### config.mk
export PLATFORM = sky130hd
export DESIGN_NAME = base64_stream_decoder
export DESIGN_NICKNAME = d
export VERILOG_FILES = /design/src/design/b64d_pkg.sv /design/src/design/base64_stream_decoder.sv /design/src/design/b64d_front.sv /design/src/design/b64d_queue.sv /design/src/design/b64d_back.sv
export SDC_FILE = /design/constraint.sdc
export NUM_CORES = 1
export LEC_CHECK = 0
export BUFFER_PORTS_ARGS = -buffer_cell sky130_fd_sc_hd__buf_2
export CORE_MARGIN = 8
export CORE_UTILIZATION = 64
export DETAILED_ROUTE_END_ITERATION = 8
export GPL_TIMING_DRIVEN = 0
export PLACE_DENSITY = 0.89
export SLEW_MARGIN = 20
export SYNTH_ARGS = -nofsm -noshare
export SYNTH_HDL_FRONTEND = slang
export SYNTH_SLANG_ARGS = --single-unit
### constraint.sdc
create_clock -name clk_i -period 8.6 [get_ports clk_i]
set_input_delay 0.86 -clock clk_i [delete_from_list [all_inputs] [get_ports clk_i]]
set_output_delay 0.86 -clock clk_i [all_outputs]
set_load 0.03 [all_outputs]
### src/design/b64d_pkg.sv
// ----------------------------------------------------------------------------
// b64d_pkg
// Shared types, codes and the alphabet lookup of the base64 stream decoder.
// ----------------------------------------------------------------------------
package b64d_pkg;

  localparam int LENGTH_BITS    = 16;
  localparam int LIMIT_BITS     = 16;
  localparam int CMP_BITS       = (LENGTH_BITS > LIMIT_BITS) ? LENGTH_BITS : LIMIT_BITS;
  localparam int CFG_INDEX_BITS = 1;
  localparam int CFG_DATA_BITS  = 16;
  localparam int QUEUE_DEPTH    = 2;
  localparam int QPTR_BITS      = (QUEUE_DEPTH > 1) ? $clog2(QUEUE_DEPTH) : 1;
  localparam int QCNT_BITS      = $clog2(QUEUE_DEPTH + 1);

  localparam logic [CFG_INDEX_BITS-1:0] REG_OUTPUT_LIMIT = CFG_INDEX_BITS'(0);
  localparam logic [CFG_INDEX_BITS-1:0] REG_COUNT_ONLY   = CFG_INDEX_BITS'(1);

  localparam logic [7:0] CHAR_END = 8'h00;
  localparam logic [7:0] CHAR_PAD = 8'h3D;

  typedef enum logic [2:0] {
    ST_OK       = 3'd0,
    ST_BADCHAR  = 3'd1,
    ST_OVERFLOW = 3'd2,
    ST_BADPAD   = 3'd3,
    ST_LEFTOVER = 3'd4
  } status_e;

  typedef enum logic [2:0] {
    CK_END   = 3'd0,
    CK_WHITE = 3'd1,
    CK_PAD   = 3'd2,
    CK_DATA  = 3'd3,
    CK_BAD   = 3'd4
  } char_kind_e;

  typedef struct packed {
    char_kind_e  kind;
    logic [5:0]  sextet;
  } entry_t;

  typedef struct packed {
    logic [LIMIT_BITS-1:0] output_limit;
    logic                  count_only;
  } cfg_t;

  function automatic entry_t classify(input logic [7:0] c);
    entry_t e;
    e.kind   = CK_BAD;
    e.sextet = 6'd0;
    if (c == CHAR_END) begin
      e.kind = CK_END;
    end else if (c == 8'h20 || (c >= 8'h09 && c <= 8'h0D)) begin
      e.kind = CK_WHITE;
    end else if (c == CHAR_PAD) begin
      e.kind = CK_PAD;
    end else if (c >= 8'h41 && c <= 8'h5A) begin
      e.kind   = CK_DATA;
      e.sextet = 6'(c - 8'h41);
    end else if (c >= 8'h61 && c <= 8'h7A) begin
      e.kind   = CK_DATA;
      e.sextet = 6'(c - 8'h61 + 8'd26);
    end else if (c >= 8'h30 && c <= 8'h39) begin
      e.kind   = CK_DATA;
      e.sextet = 6'(c - 8'h30 + 8'd52);
    end else if (c == 8'h2B) begin
      e.kind   = CK_DATA;
      e.sextet = 6'd62;
    end else if (c == 8'h2F) begin
      e.kind   = CK_DATA;
      e.sextet = 6'd63;
    end
    return e;
  endfunction

endpackage

### src/design/base64_stream_decoder.sv
// ----------------------------------------------------------------------------
// base64_stream_decoder
// Streaming base64 decoder, standard alphabet, one character per request.
// ----------------------------------------------------------------------------
// The block takes one character per cycle while in_stall_o is low and returns
// at most one result per character: a decoded byte, or a report with length
// and status at the zero end character. Whitespace is dropped by the front
// classifier and yields nothing. Classified characters pass through a
// two-entry queue to the decode stage, which handles one entry per cycle
// while its result register is not stalled, into a registered result; the
// decode stage's single state update per entry sets the one-item-per-cycle
// rate. Configuration registers are to be written through the plain write
// port while the block is idle; the user is bound, the block does not enforce it.
module base64_stream_decoder (
  input  logic                                 clk_i,
  input  logic                                 rst_ni,
  input  logic                                 cfg_we_i,
  input  logic [b64d_pkg::CFG_INDEX_BITS-1:0]  cfg_index_i,
  input  logic [b64d_pkg::CFG_DATA_BITS-1:0]   cfg_data_i,
  input  logic                                 in_valid_i,
  output logic                                 in_stall_o,
  input  logic [7:0]                           text_char_i,
  output logic                                 out_valid_o,
  input  logic                                 out_stall_i,
  output logic                                 is_report_o,
  output logic [7:0]                           data_byte_o,
  output logic [15:0]                          decoded_length_o,
  output logic [2:0]                           status_o
);
  import b64d_pkg::*;

  cfg_t    cfg_q;
  logic    q_full, q_push, q_valid, q_pop;
  entry_t  push_entry, head_entry;

  always_ff @(posedge clk_i or negedge rst_ni) begin
    if (!rst_ni) begin
      cfg_q.output_limit <= {LIMIT_BITS{1'b1}};
      cfg_q.count_only   <= 1'b0;
    end else if (cfg_we_i) begin
      unique case (cfg_index_i)
        REG_OUTPUT_LIMIT: cfg_q.output_limit <= cfg_data_i[LIMIT_BITS-1:0];
        REG_COUNT_ONLY:   cfg_q.count_only   <= cfg_data_i[0];
        default: ;
      endcase
    end
  end

  b64d_front u_front (
    .in_valid_i  (in_valid_i),
    .text_char_i (text_char_i),
    .in_stall_o  (in_stall_o),
    .q_full_i    (q_full),
    .q_push_o    (q_push),
    .q_entry_o   (push_entry)
  );

  b64d_queue u_queue (
    .clk_i   (clk_i),
    .rst_ni  (rst_ni),
    .push_i  (q_push),
    .entry_i (push_entry),
    .pop_i   (q_pop),
    .full_o  (q_full),
    .valid_o (q_valid),
    .entry_o (head_entry)
  );

  b64d_back u_back (
    .clk_i            (clk_i),
    .rst_ni           (rst_ni),
    .cfg_i            (cfg_q),
    .q_valid_i        (q_valid),
    .q_entry_i        (head_entry),
    .q_pop_o          (q_pop),
    .out_valid_o      (out_valid_o),
    .out_stall_i      (out_stall_i),
    .is_report_o      (is_report_o),
    .data_byte_o      (data_byte_o),
    .decoded_length_o (decoded_length_o),
    .status_o         (status_o)
  );

endmodule

### src/design/b64d_front.sv
// ----------------------------------------------------------------------------
// b64d_front
// Input side: takes characters, classifies them and drops whitespace.
// ----------------------------------------------------------------------------
module b64d_front (
  input  logic              in_valid_i,
  input  logic [7:0]        text_char_i,
  output logic              in_stall_o,
  input  logic              q_full_i,
  output logic              q_push_o,
  output b64d_pkg::entry_t  q_entry_o
);
  import b64d_pkg::*;

  entry_t cls;

  assign cls        = classify(text_char_i);
  assign in_stall_o = q_full_i;
  // whitespace never touches decoder state, so it is not queued at all
  assign q_push_o   = in_valid_i && !q_full_i && (cls.kind != CK_WHITE);
  assign q_entry_o  = cls;

endmodule

### src/design/b64d_queue.sv
// ----------------------------------------------------------------------------
// b64d_queue
// Short flop queue of classified characters between front and back.
// ----------------------------------------------------------------------------
module b64d_queue (
  input  logic              clk_i,
  input  logic              rst_ni,
  input  logic              push_i,
  input  b64d_pkg::entry_t  entry_i,
  input  logic              pop_i,
  output logic              full_o,
  output logic              valid_o,
  output b64d_pkg::entry_t  entry_o
);
  import b64d_pkg::*;

  entry_t                slot_q [QUEUE_DEPTH];
  logic [QPTR_BITS-1:0]  wr_ptr_q, wr_ptr_d;
  logic [QPTR_BITS-1:0]  rd_ptr_q, rd_ptr_d;
  logic [QCNT_BITS-1:0]  cnt_q, cnt_d;
  logic                  do_push, do_pop;

  function automatic logic [QPTR_BITS-1:0] ptr_next(input logic [QPTR_BITS-1:0] p);
    if (p == QPTR_BITS'(QUEUE_DEPTH - 1)) return '0;
    return p + QPTR_BITS'(1);
  endfunction

  assign full_o  = (cnt_q == QCNT_BITS'(QUEUE_DEPTH));
  assign valid_o = (cnt_q != '0);
  assign entry_o = slot_q[rd_ptr_q];
  assign do_push = push_i && !full_o;
  assign do_pop  = pop_i && valid_o;

  always_comb begin
    wr_ptr_d = do_push ? ptr_next(wr_ptr_q) : wr_ptr_q;
    rd_ptr_d = do_pop  ? ptr_next(rd_ptr_q) : rd_ptr_q;
    cnt_d    = cnt_q + QCNT_BITS'(do_push) - QCNT_BITS'(do_pop);
  end

  always_ff @(posedge clk_i or negedge rst_ni) begin
    if (!rst_ni) begin
      wr_ptr_q <= '0;
      rd_ptr_q <= '0;
      cnt_q    <= '0;
    end else begin
      wr_ptr_q <= wr_ptr_d;
      rd_ptr_q <= rd_ptr_d;
      cnt_q    <= cnt_d;
    end
  end

  always_ff @(posedge clk_i) begin
    if (do_push) begin
      slot_q[wr_ptr_q] <= entry_i;
    end
  end

endmodule

### src/design/b64d_back.sv
// ----------------------------------------------------------------------------
// b64d_back
// Decode side: quartet/padding state, byte assembly, limits and the result
// register.
// ----------------------------------------------------------------------------
module b64d_back (
  input  logic              clk_i,
  input  logic              rst_ni,
  input  b64d_pkg::cfg_t    cfg_i,
  input  logic              q_valid_i,
  input  b64d_pkg::entry_t  q_entry_i,
  output logic              q_pop_o,
  output logic              out_valid_o,
  input  logic              out_stall_i,
  output logic              is_report_o,
  output logic [7:0]        data_byte_o,
  output logic [15:0]       decoded_length_o,
  output logic [2:0]        status_o
);
  import b64d_pkg::*;

  localparam logic [1:0] PAD_NONE  = 2'd0;
  localparam logic [1:0] PAD_WAIT2 = 2'd1;
  localparam logic [1:0] PAD_DONE  = 2'd2;

  logic [1:0]             phase_q, phase_d;
  logic [1:0]             pad_q, pad_d;
  logic [7:0]             partial_q, partial_d;
  logic [LENGTH_BITS-1:0] cnt_q, cnt_d;
  status_e                err_q, err_d;

  logic                   out_valid_q;
  logic                   out_report_q;
  logic [7:0]             out_byte_q;
  logic [15:0]            out_len_q;
  logic [2:0]             out_status_q;

  logic                   advance, pop;
  logic                   emit, emit_report;
  logic [7:0]             emit_byte;
  logic [15:0]            emit_len;
  status_e                emit_status;
  logic                   beyond_limit, cnt_full;
  logic                   finish;
  logic [7:0]             byte_val;
  logic [5:0]             v;

  assign advance = !out_valid_q || !out_stall_i;
  assign pop     = advance && q_valid_i;
  assign q_pop_o = pop;
  assign v       = q_entry_i.sextet;

  assign beyond_limit = !cfg_i.count_only &&
                        (CMP_BITS'(cnt_q) >= CMP_BITS'(cfg_i.output_limit));
  assign cnt_full     = (cnt_q == {LENGTH_BITS{1'b1}});

  always_comb begin
    phase_d     = phase_q;
    pad_d       = pad_q;
    partial_d   = partial_q;
    cnt_d       = cnt_q;
    err_d       = err_q;
    emit        = 1'b0;
    emit_report = 1'b0;
    emit_byte   = 8'd0;
    emit_len    = 16'(cnt_q);
    emit_status = ST_OK;
    finish      = 1'b0;
    byte_val    = 8'd0;

    if (pop) begin
      if (q_entry_i.kind == CK_END) begin
        emit        = 1'b1;
        emit_report = 1'b1;
        emit_status = err_q;
        if (err_q == ST_OK) begin
          if (pad_q == PAD_WAIT2) begin
            emit_status = ST_BADPAD;
          end else if (pad_q == PAD_NONE && phase_q != 2'd0) begin
            emit_status = ST_BADPAD;
          end else if (pad_q == PAD_DONE && partial_q != 8'd0) begin
            emit_status = ST_LEFTOVER;
          end
        end
        phase_d   = 2'd0;
        pad_d     = PAD_NONE;
        partial_d = 8'd0;
        cnt_d     = '0;
        err_d     = ST_OK;
      end else if (err_q != ST_OK) begin
        // swallowed until the end character
      end else if (pad_q == PAD_WAIT2) begin
        if (q_entry_i.kind == CK_PAD) pad_d = PAD_DONE;
        else err_d = ST_BADPAD;
      end else if (pad_q != PAD_NONE) begin
        err_d = ST_BADPAD;
      end else if (q_entry_i.kind == CK_PAD) begin
        if (phase_q == 2'd2) pad_d = PAD_WAIT2;
        else if (phase_q == 2'd3) pad_d = PAD_DONE;
        else err_d = ST_BADPAD;
      end else if (q_entry_i.kind != CK_DATA) begin
        err_d = ST_BADCHAR;
      end else begin
        unique case (phase_q)
          2'd0: begin
            if (beyond_limit) begin
              err_d = ST_OVERFLOW;
            end else begin
              partial_d = {v, 2'b00};
              phase_d   = 2'd1;
            end
          end
          2'd1: begin
            byte_val  = partial_q | {6'd0, v[5:4]};
            partial_d = {v[3:0], 4'd0};
            phase_d   = 2'd2;
            finish    = 1'b1;
          end
          2'd2: begin
            byte_val  = partial_q | {4'd0, v[5:2]};
            partial_d = {v[1:0], 6'd0};
            phase_d   = 2'd3;
            finish    = 1'b1;
          end
          default: begin
            byte_val  = partial_q | {2'd0, v};
            partial_d = 8'd0;
            phase_d   = 2'd0;
            finish    = 1'b1;
          end
        endcase
        if (finish) begin
          if (beyond_limit || cnt_full) begin
            err_d = ST_OVERFLOW;
          end else begin
            cnt_d     = cnt_q + LENGTH_BITS'(1);
            emit      = !cfg_i.count_only;
            emit_byte = byte_val;
            emit_len  = 16'(cnt_q + LENGTH_BITS'(1));
          end
        end
      end
    end
  end

  always_ff @(posedge clk_i or negedge rst_ni) begin
    if (!rst_ni) begin
      phase_q     <= 2'd0;
      pad_q       <= PAD_NONE;
      partial_q   <= 8'd0;
      cnt_q       <= '0;
      err_q       <= ST_OK;
      out_valid_q <= 1'b0;
    end else begin
      phase_q   <= phase_d;
      pad_q     <= pad_d;
      partial_q <= partial_d;
      cnt_q     <= cnt_d;
      err_q     <= err_d;
      if (advance) out_valid_q <= emit;
    end
  end

  always_ff @(posedge clk_i) begin
    if (advance && emit) begin
      out_report_q <= emit_report;
      out_byte_q   <= emit_byte;
      out_len_q    <= emit_len;
      out_status_q <= emit_status;
    end
  end

  assign out_valid_o      = out_valid_q;
  assign is_report_o      = out_report_q;
  assign data_byte_o      = out_byte_q;
  assign decoded_length_o = out_len_q;
  assign status_o         = out_status_q;

  a_end_clears: assert property (@(posedge clk_i) disable iff (!rst_ni)
    pop && q_entry_i.kind == CK_END |=> cnt_q == '0 && err_q == ST_OK && phase_q == 2'd0)
    else $error("message state not cleared after end");

  a_err_sticky: assert property (@(posedge clk_i) disable iff (!rst_ni)
    err_q != ST_OK && !(pop && q_entry_i.kind == CK_END) |=> err_q == $past(err_q))
    else $error("error code changed before end");

  a_cnt_only_on_data: assert property (@(posedge clk_i) disable iff (!rst_ni)
    cnt_d != cnt_q |-> pop && (q_entry_i.kind == CK_END || q_entry_i.kind == CK_DATA))
    else $error("byte count moved without a data or end request");

  a_no_pop_while_blocked: assert property (@(posedge clk_i) disable iff (!rst_ni)
    out_valid_q && out_stall_i |-> !q_pop_o)
    else $error("queue popped while result register is blocked");

endmodule
==> summary.md, run 1 <==
| Metric | Value |
|---|---|
| Outcome | finished, final reports clean |
| Clk pwr share | between 15 and 20% |
| Initial DRC count | 379 |
| Mean post-synth cell area | 10.26 sq um |
| CTS tree | done |
| Clk_skew | ~0.013 ns |
| Syn Std Cell Area | between 5000 and 6000 sq um |
| Total I/O pin count | 60 |
| CP endpoint kind | flop |
| Worst slew margin | 41.24% |
| Yosys Warn Count | 0 |
| Die Y | between 100 and 150 um |
| Core Util, Final | approximately 74% |
| Num CTS Buffers | 9 |
| Most used DFF post-synth | edfxtp_1 |
| First-pass DRT Iterations | 7 |
| H-tree levels | 3 |
| Post-synth top area cell | edfxtp_1 |
| Area contributors post-synth | edfxtp_1, dfrtp_1, dfstp_2 |
| Mapped Nets | between 500 and 600 |
| Pin count of the biggest net entering global routing | 34 |
| Routability cong. | just under 0.9 |
| Starting Density | about 66% |
| Design Area, Final | 6042 sq um |
| Crit path DAT | 3.75 ns |
| Die ar. | 11,610 sq um |
| PortBufs | just under 60 |
| Psw | 0.5133 mW |
| Later-pin clock latency in the skew report | around 0.37 ns |
| Initial antenna violation count | 0 |
| HPWL Detailed | between 9 and 10 mm |
| Mapped Cells | 525 |
| Post-cts sizing count | 0 |
| Final wirelength | between 10 and 15 mm |
| Detailed-route via count | 4,428 |
| Leak | between 2 and 3 nW |
| Post-synth ARST share | approximately 53% |
| Die width | roughly 110 um |
| Register area | 2678 sq um |
| Logic pwr share | around 34% |
| Gr usage total | a little over a fifth |
| Crit path top cell by count | a21o_1 |
| Clk sink count | between 90 and 100 |
| Share of cells above drive strength 1 | between 10% and 20% |
| Critical-path maximum fanout | 26 |
| RSZ-0062 raised after global routing | no |
| Residual DRC count | 0 |
| Seq/Total Area, Yosys | 49.72% |
| Antenna-violating nets left | 0 |
| WS Path Type | reg -> reg |
| Slowest CP cell | o21bai_1 |
| Final cycle utilization of the critical path | 42.64% |
| Unique masters post-synth | 60 |
| Global-route wire length before repair | 19.87 mm |
| Multi-input gate area | around 2500 sq um |
| Final Max Slew Viols | 0 |
| Area growth syn-to-layout | 12.20% |
| CTS Buffer Depth | 2 |
| Synth top area share | between 20% and 30% |
| Placed cell areas | 5863 sq um |
| Critical-path cell list | inv_1, ha_1, a21o_1, a21o_1, a2111o_1, o21bai_1, nand2b_1, clkbuf_1, o21ai_4, buf_12 |
| Seq pwr share | 46.2% |
| #FFs+latches synth | 97 |
| Final #Nets | ~660 |
| Via density | ~6.3 |
| Switching fraction of total power | 36.67% |
| GR Overflow Total | 0 |
| Post-synth EDFFs | 46 |
| Maximum vdd drop | 0.0002078 V |
| Final hold vios | 0 |
| Max_cap viols | 0 |
| CTS Root Cell | clkbuf_8 |
| Min cycle time layout | approximately 3.7 ns |
| Drt wl/cell | around 17 um |
| Int Pwr | 0.8864 mW |
| Worst Max-Slew Pin Slew | roughly 0.88 ns |
| CP startpoint kind | flop |
| Filler Cell Count | just under 600 |
| Vias in the first global route | 4,259 |
| ANT cells | 0 |
| # setup viols final | 0 |
| CP required | just under 9 ns |
| CP max stage delay | between 0.7 and 0.8 ns |
| PwrDens | between 200 and 250 nW/um^2 |
| Core outline area | between 8000 and 9000 sq um |
| Achievable Freq | 0.2727 GHz |
| Final setup TNS | 0 ns |
| Clock slew at reported path FFs | roughly 0.10 ns |
| Hold_buf cts | 0 |
| Postcts setup bufs | 0 |
| Hold crit path type | in -> async |
| Number of cell rows | 33 |
[sequential cells by signal, summed over array words and instances, names as in the netlist]
register,count
cfg_q,17
u_back.cnt_q,16
u_back.data_byte_o,8
u_back.decoded_length_o,16
u_back.err_q,3
u_back.is_report_o,1
u_back.out_valid_o,1
u_back.pad_q,2
u_back.partial_q,6
u_back.phase_q,2
u_back.status_o,3
u_queue.cnt_q,2
u_queue.rd_ptr_q,1
u_queue.slot_q,18
u_queue.wr_ptr_q,1
[kinds of logic (layout without fill, tap and decap cells)]
kind of cell / Yosys count / in the layout / share of synthesized area (%)
compound gates: 133 / 133 / 15.99
simple gates: 173 / 173 / 16.68
buf+inv: 57 / 134 / 4.135
mux: 20 / 20 / 3.996
xor+xnor: 14 / 14 / 2.277
flops: 97 / 97 / 49.72
fa+ha+maj: 31 / 31 / 7.203
[layout make-up]
class	instances	share of cell area, %
flip-flops and latches	97	44.32
repair buffers	61	5.550
inverters	34	2.112
multi-input cells	371	41.31
clock inverters	6	0.6834
plain buffers	23	1.574
well taps	105	2.174
clock buffers	10	2.278
[critical path: cells and delay by family, from the launching register on]
kind,cells,cell delay [ns]
flops,1,0.52
compound gates,5,1.85
simple gates,1,0.10
buf+inv,3,0.57
fa+ha+maj,1,0.31
[synthesized netlist by cell type, drive strengths merged (8+ instances only)]
| cell | count |
|---|---|
| inv | 34 |
| nand4 | 10 |
| nor3 | 13 |
| clkbuf | 20 |
| nor2 | 32 |
| mux2i | 8 |
| mux2 | 12 |
| dfrtp | 35 |
| nand3 | 9 |
| or3 | 11 |
| dfstp | 16 |
| a21oi | 31 |
| and3 | 9 |
| nand2 | 49 |
| ha | 31 |
| edfxtp | 46 |
| o21ai | 42 |
[layout by cell type, fill, tap and decap left out, types with 4 or more instances in the layout]
master     Yosys  layout
buf_2          1      60
nand2_1       49      49
edfxtp_1      46      46
o21ai_0       42      41
dfrtp_1       35      35
inv_1         34      34
nor2_1        32      32
a21oi_1       31      31
ha_1          31      31
clkbuf_1      20      20
dfstp_2       16      16
nor3_1        13      13
mux2_2        12      12
or3_1         11      11
nand4_1       10      10
clkbuf_8       0      10
and3_1         9       9
mux2i_1        8       8
nand3_1        8       8
xnor2_1        7       7
nor2b_1        7       7
xor2_1         7       7
and2_1         7       7
o2bb2ai_1      6       6
nor4_1         5       5
a31oi_1        5       5
a21boi_0       5       5
o31ai_1        4       4
or4_1          4       4
o22ai_1        4       4
a22oi_1        4       4
[through the flow]
stage / cells / power [mW] / hold slack [ns] / setup WS (ns)
after floorplan: 525 / 0.9909 / 0.4555 / 3.844
after global placement: 689 / 1.097 / 0.4710 / 2.624
after detailed placement: 691 / 1.128 / 0.4893 / 4.891
after CTS: 707 / 1.399 / 0.4289 / 4.984
after global routing: 707 / 1.469 / 0.4414 / 4.792
final: 707 / 1.400 / 0.4269 / 4.933
[per-layer routing]
layer | vias to the layer above | GRT usage [%] | routed length [um]
met4 | 0 | 9.316 | 311
met2 | 227 | 33.55 | 5863
li1 | 2065 | - | -
met1 | 2099 | 27.55 | 5164
met5 | - | 0 | 0
met3 | 37 | 4.910 | 994
[final timing paths]
kind,from,to,slack (ns),cells past startpoint
worst max-delay path,cfg_q[14]$_DFFE_PN1P_,u_back.data_byte_o[6]$_SDFFCE_PP0P_,4.93,10
worst min-delay path,rst_ni,cfg_q[0]$_DFFE_PN0P_,0.43,1
worst max register to register,cfg_q[14]$_DFFE_PN1P_,u_back.data_byte_o[6]$_SDFFCE_PP0P_,4.93,10
worst min register to register,u_queue.wr_ptr_q$_DFFE_PN0N_,u_queue.wr_ptr_q$_DFFE_PN0N_,0.50,1
max in group asynchronous,rst_ni,cfg_q[11]$_DFFE_PN1P_,7.57,2
min in group clk_i,u_queue.wr_ptr_q$_DFFE_PN0N_,u_queue.wr_ptr_q$_DFFE_PN0N_,0.50,1
[power by group through the flow]
stage	Combinational, mW	Clock [mW]	Sequential (mW)
floorplan	0.292	0	0.699
global placement	0.446	0	0.651
detailed placement	0.473	0	0.655
CTS	0.478	0.275	0.646
global route	0.523	0.291	0.656
finish	0.479	0.274	0.647
No activity file was read; power rests on OpenSTA's default activity.
==> run 2, diff against run 1 <==
Settings changed: CORE_UTILIZATION 64 to 59, PLACE_DENSITY 0.89 to 0.83.
Clock period 8.6 ns to 3.8 ns, I/O delays scaled along.
==> summary.md, run 2 (synthesis results as in run 1) <==
| Metric | Value |
|---|---|
| Outcome | finished, final reports clean |
| Routability cong. | about 0.9 |
| Max_cap viols | 0 |
| Final setup TNS | 0 ns |
| Min cycle time layout | ~3.6 ns |
| Later-pin clock latency in the skew report | around 0.37 ns |
| RSZ-0062 raised after global routing | no |
| Total I/O pin count | 60 |
| HPWL Detailed | 9.076 mm |
| Achievable Freq | between 0.2 and 0.3 GHz |
| PortBufs | 59 |
| CTS Buffer Depth | 2 |
| Largest Register | u_queue.slot_q |
| Worst slew margin | a little under half |
| Global-route wire length before repair | between 20 and 25 mm |
| Critical-path maximum fanout | 14 |
| Clk pwr share | around 22% |
| GR Overflow Total | 0 |
| CP required | about 3.8 ns |
| WS Path Type | reg -> reg |
| First-pass DRT Iterations | 6 |
| Final #Nets | between 600 and 700 |
| Via density | 6.158 |
| Core outline area | around 9100 sq um |
| Largest registers | u_queue.slot_q (18), cfg_q (17) |
| ANT cells | 0 |
| Starting Density | between 50% and 60% |
| Final wirelength | between 10 and 15 mm |
| Clk sink count | between 90 and 100 |
| Final cycle utilization of the critical path | approximately 94% |
| WL met2 | around 6.0 mm |
| Seq pwr share | a little under half |
| Psw | 1.156 mW |
| Commonest non-fill, non-tap cell in the layout | buf_2 |
| Vias in the first global route | 4,263 |
| Antenna-violating nets left | 0 |
| Residual DRC count | 0 |
| Initial antenna violation count | 0 |
| Crit path DAT | 3.57 ns |
| CP startpoint kind | flop |
| Final Max Slew Viols | 0 |
| Clock slew at reported path FFs | around 0.10 ns |
| Share of cells above drive strength 1 | just under 20% |
| Most frequent cells in the layout | buf_2, nand2_1, edfxtp_1 |
| CTS tree | done |
| Maximum vdd drop | ~0.00047 V |
| Die ar. | 12,440 sq um |
| Hold Slack | 0.2146 ns |
| Clk_skew | 0.01551 ns |
| Pin count of the biggest net entering global routing | 24 |
| Worst Max-Slew Pin Slew | just under 0.8 ns |
| Logic pwr share | between 30% and 40% |
| Gr usage total | 19.93% |
| Die width | ~110 um |
| PwrDens | 528.5 nW/um^2 |
| Filler Cell Count | 687 |
| CTS Root Cell | clkbuf_8 |
| Final hold vios | 0 |
| PnR Total Power | 3.237 mW |
| Metal-1 WL | about 5.2 mm |
| Postcts setup bufs | 0 |
| CP endpoint kind | flop |
| Num CTS Buffers | 9 |
| Leak | around 2.6 nW |
| Largest register FFs | 18 |
| Number of cell rows | 35 |
| Detailed-route via count | 4,403 |
| Top sig layer | met4 |
| Drt wl/cell | 17.32 um |
| Switching fraction of total power | a little over a third |
| H-tree levels | 3 |
| # setup viols final | 0 |
| Metal3 WL | approximately 850 um |
| Die Y | 111.5 um |
| Area growth syn-to-layout | 13.75% |
| Hold crit path type | in -> reg |
| Int Pwr | approximately 2.1 mW |
| Initial DRC count | 281 |
-- run 2: final timing paths --
check,from,end,slack (ns),cells after the start
worst max-delay path,cfg_q[14]$_DFFE_PN1P_,u_back.decoded_length_o[1]$_DFFE_PP_,0.23,9
worst min-delay path,cfg_data_i[14],cfg_q[15]$_DFFE_PN1P_,0.21,3
worst max register to register,cfg_q[14]$_DFFE_PN1P_,u_back.decoded_length_o[1]$_DFFE_PP_,0.23,9
worst min register to register,u_queue.wr_ptr_q$_DFFE_PN0N_,u_queue.wr_ptr_q$_DFFE_PN0N_,0.49,1
max in group asynchronous,rst_ni,u_back.err_q[2]$_DFFE_PN0P_,2.77,4
min in group asynchronous,rst_ni,cfg_q[0]$_DFFE_PN0P_,0.43,2
-- run 2: power by group through the flow --
stage	logic [mW]	registers (mW)	clock network (mW)
floorplan	0.662	1.58	0
global placement	1.02	1.47	0
detailed placement	1.07	1.48	0
CTS	1.08	1.46	0.698
global route	1.18	1.48	0.745
finish	1.08	1.46	0.695
-- run 2: final cells by class --
class / instances / area (sq um) / area share [%]
buffer: 23 / 95.09 / 1.552
clock buffer: 13 / 191.4 / 3.125
tap: 111 / 138.9 / 2.267
inverter: 34 / 127.6 / 2.083
multi-input combinational: 372 / 2516 / 41.07
timing repair buffer: 62 / 360.3 / 5.882
clock inverter: 3 / 18.77 / 0.3064
sequential: 97 / 2678 / 43.71
-- run 2: stage by stage --
step	utilization [%]	area, sq um	setup slack, ns	cells
2_1_floorplan	-	5389	0.3303	525
3_3_place_gp	64.24	5823	-0.4227	695
3_5_place_dp	64.93	5886	-0.1900	697
4_1_cts	67.54	6122	0.02362	715
5_1_grt	67.58	6126	0.08730	715
6_report	67.58	6126	0.2344	715
-- run 2: critical path, cell delays in order (launching register included) --
cell,delay [ns]
dfstp_2,0.52
inv_1,0.06
ha_1,0.32
a21o_1,0.19
a21o_1,0.18
a2111o_1,0.47
o21bai_2,0.45
nand2b_1,0.10
clkbuf_1,0.35
o21ai_4,0.56
-- run 2: what timing repair did --
action                                  4_1_cts  5_1_grt
gates cloned                                  1        0
pin swaps                                     1        0
hold endpoints to repair                      7        0
hold buffers                                  1        0
endpoints found under the setup margin       28       28
gates resized for setup                       1        1
-- run 2: per-layer routing --
layer | vias to the layer above | track usage [%]
li1 | 2079 | -
met1 | 2101 | 25.65
met2 | 190 | 31.39
met3 | 33 | 5.303
met4 | 0 | 7.748
met5 | - | 0
==> run 3, diff against run 2 <==
Settings changed: CORE_UTILIZATION 59 to 61, CTS_BUF_LIST set to sky130_fd_sc_hd__clkbuf_4 sky130_fd_sc_hd__clkbuf_8, PLACE_DENSITY 0.83 to 0.86.
==> summary.md, run 3 (synthesis results as in run 1) <==
| Metric | Value |
|---|---|
| Drt wl/cell | between 15 and 20 um |
| Clock slew at reported path FFs | roughly 0.10 ns |
| Metal-1 WL | 5.150 mm |
| HPWL Detailed | 8.890 mm |
| Top sig layer | met4 |
| Slowest CP cell | o21ai_4 |
| Worst slew margin | roughly 45% |
| Final wirelength | between 10 and 15 mm |
| CP required | between 3 and 4 ns |
| Gr usage total | a little over a fifth |
| Area growth syn-to-layout | 12.73% |
| Antenna-violating nets left | 0 |
| Maximum vdd drop | about 0.00042 V |
| Clk_skew | ~0.017 ns |
| Worst Max-Slew Pin Slew | between 0.8 and 0.9 ns |
| Global-route wire length before repair | 21.09 mm |
| Commonest non-fill, non-tap cell in the layout | buf_2 |
| Buffers plus inverters on the worst setup path | 2 |
| Share of cells above drive strength 1 | 19.30% |
| CTS Buffer Depth | 2 |
| Achievable Freq | roughly 0.28 GHz |
| Detailed-route via count | between 4,000 and 5,000 |
| Largest Register | u_queue.slot_q |
| Max_cap viols | 0 |
| Initial DRC count | 413 |
| CP endpoint kind | flop |
| CP max stage delay | ~0.60 ns |
| Metal3 WL | approximately 1.2 mm |
| RSZ-0062 raised after global routing | no |
| Core outline area | about 8600 sq um |
| Starting Density | between 60% and 70% |
| Outcome | finished, final reports clean |
| Critical-path maximum fanout | 14 |
| Register area | between 2000 and 3000 sq um |
| Vias in the first global route | ~4,400 |
| Layout Cells excl Fill | about 710 |
| Initial antenna violation count | 0 |
| Pin count of the biggest net entering global routing | 52 |
| Filler Cell Count | ~650 |
| First-pass DRT Iterations | 5 |
| Die ar. | ~12,000 sq um |
| Residual DRC count | 0 |
| Die Y | 110.0 um |
| PortBufs | just under 60 |
| # setup viols final | 0 |
| Largest register FFs | 18 |
| PnR Total Power | 3.285 mW |
| Final #Nets | around 660 |
| GR Overflow Total | 0 |
| Multi-input gate area | between 2000 and 3000 sq um |
| Crit path max-delay family | compound AO/OA/AOI/OAI gates |
| CTS Root Cell | clkbuf_8 |
| H-tree levels | 3 |
| Hold crit path type | in -> async |
| Crit path DAT | 3.56 ns |
| Pre-CTS setup slack | -0.1262 ns |
| CTS tree | done |
| Num CTS Buffers | 9 |
| Final cycle utilization of the critical path | 93.75% |
| Min cycle time layout | about 3.6 ns |
| Final hold vios | 0 |
| Slack of the critical path | 0.2375 ns |
| Clk sink count | 97 |
| WS Path Type | reg -> reg |
| Routability cong. | just under 0.9 |
| ANT cells | 0 |
| Total I/O pin count | 60 |
| Hold_buf cts | 0 |
| Postcts setup bufs | 0 |
| CP startpoint kind | flop |
| Number of cell rows | 34 |
| Later-pin clock latency in the skew report | approximately 0.36 ns |
| Largest registers | u_queue.slot_q (18), cfg_q (17) |
| Final Max Slew Viols | 0 |
| Via density | around 6.3 |
| Crit path top cell by count | a21o_1 |
| Die width | approximately 110 um |
| Leak | approximately 2.5 nW |
| Most frequent cells in the layout | buf_2, nand2_1, edfxtp_1 |
| PwrDens | ~540 nW/um^2 |
| Critical-path cell list | inv_1, ha_1, a21o_1, a21o_1, a2111o_1, o21bai_2, nand2b_1, clkbuf_1, o21ai_4 |
| WL met2 | 6.136 mm |
| Placed cell count | roughly 690 |
## run 3: cell count changes in the layout (fill, tap and decap cells not counted), sizes merged
cell	change
clkbuf	-3
clkinv	+1
buf	-2
dlygate4sd3	-1
bufinv	+2
## run 3: metrics by stage
stage | setup TNS [ns] | area (sq um) | hold WS, ns | utilization, %
final | 0 | 6071 | 0.04991 | 70.30
after global routing | 0 | 6071 | 0.08852 | 70.30
after CTS | 0 | 6065 | 0.2105 | 70.23
after detailed placement | -3.436 | 5827 | 0.4918 | 67.47
after global placement | -11.85 | 5819 | 0.4721 | 67.39
after floorplan | 0 | 5389 | 0.08441 | -
## run 3: worst reg2reg max path: stages (launching register included)
cell	delay, ns
dfstp_2	0.53
inv_1	0.05
ha_1	0.30
a21o_1	0.18
a21o_1	0.17
a2111o_1	0.49
o21bai_2	0.47
nand2b_1	0.10
clkbuf_1	0.32
o21ai_4	0.60
## run 3: final cells by class
| cell class | instances | share of cell area, % |
|---|---|---|
| well taps | 108 | 2.226 |
| clock buffers | 10 | 2.164 |
| multi-input cells | 372 | 41.45 |
| inverters | 34 | 2.102 |
| flip-flops and latches | 97 | 44.11 |
| plain buffers | 23 | 1.566 |
| repair buffers | 59 | 4.905 |
| clock inverters | 6 | 1.484 |
## run 3: final timing paths
kind | startpoint | endpoint | slack (ns) | depth (start not counted)
max | cfg_q[14]$_DFFE_PN1P_ | u_back.decoded_length_o[3]$_DFFE_PP_ | 0.24 | 9
min | rst_ni | u_back.cnt_q[5]$_DFFE_PN0P_ | 0.05 | 1
max reg2reg | cfg_q[14]$_DFFE_PN1P_ | u_back.decoded_length_o[3]$_DFFE_PP_ | 0.24 | 9
min reg2reg | u_queue.wr_ptr_q$_DFFE_PN0N_ | u_queue.wr_ptr_q$_DFFE_PN0N_ | 0.51 | 1
max in group asynchronous | rst_ni | u_back.err_q[1]$_DFFE_PN0P_ | 3.29 | 1
min in group clk_i | cfg_data_i[12] | cfg_q[13]$_DFFE_PN1P_ | 0.22 | 3
## run 3: metal layers
layer  vias up  track usage [%]
met5         -                0
met4         0            7.618
met3        23            4.513
met2       261            36.17
met1      2120            27.89
li1       2078                -
## run 3: repair_timing
| item | 4_1_cts | 5_1_grt |
|---|---|---|
| setup endpoints to repair | 28 | 28 |
| resized for setup | 1 | 1 |
| gates cloned | 1 | 0 |
## run 3: power breakdown
group          switching [mW]  internal [mW]  total, mW
logic                   0.683          0.391       1.07
registers               0.118           1.35       1.47
clock network           0.363          0.381      0.744
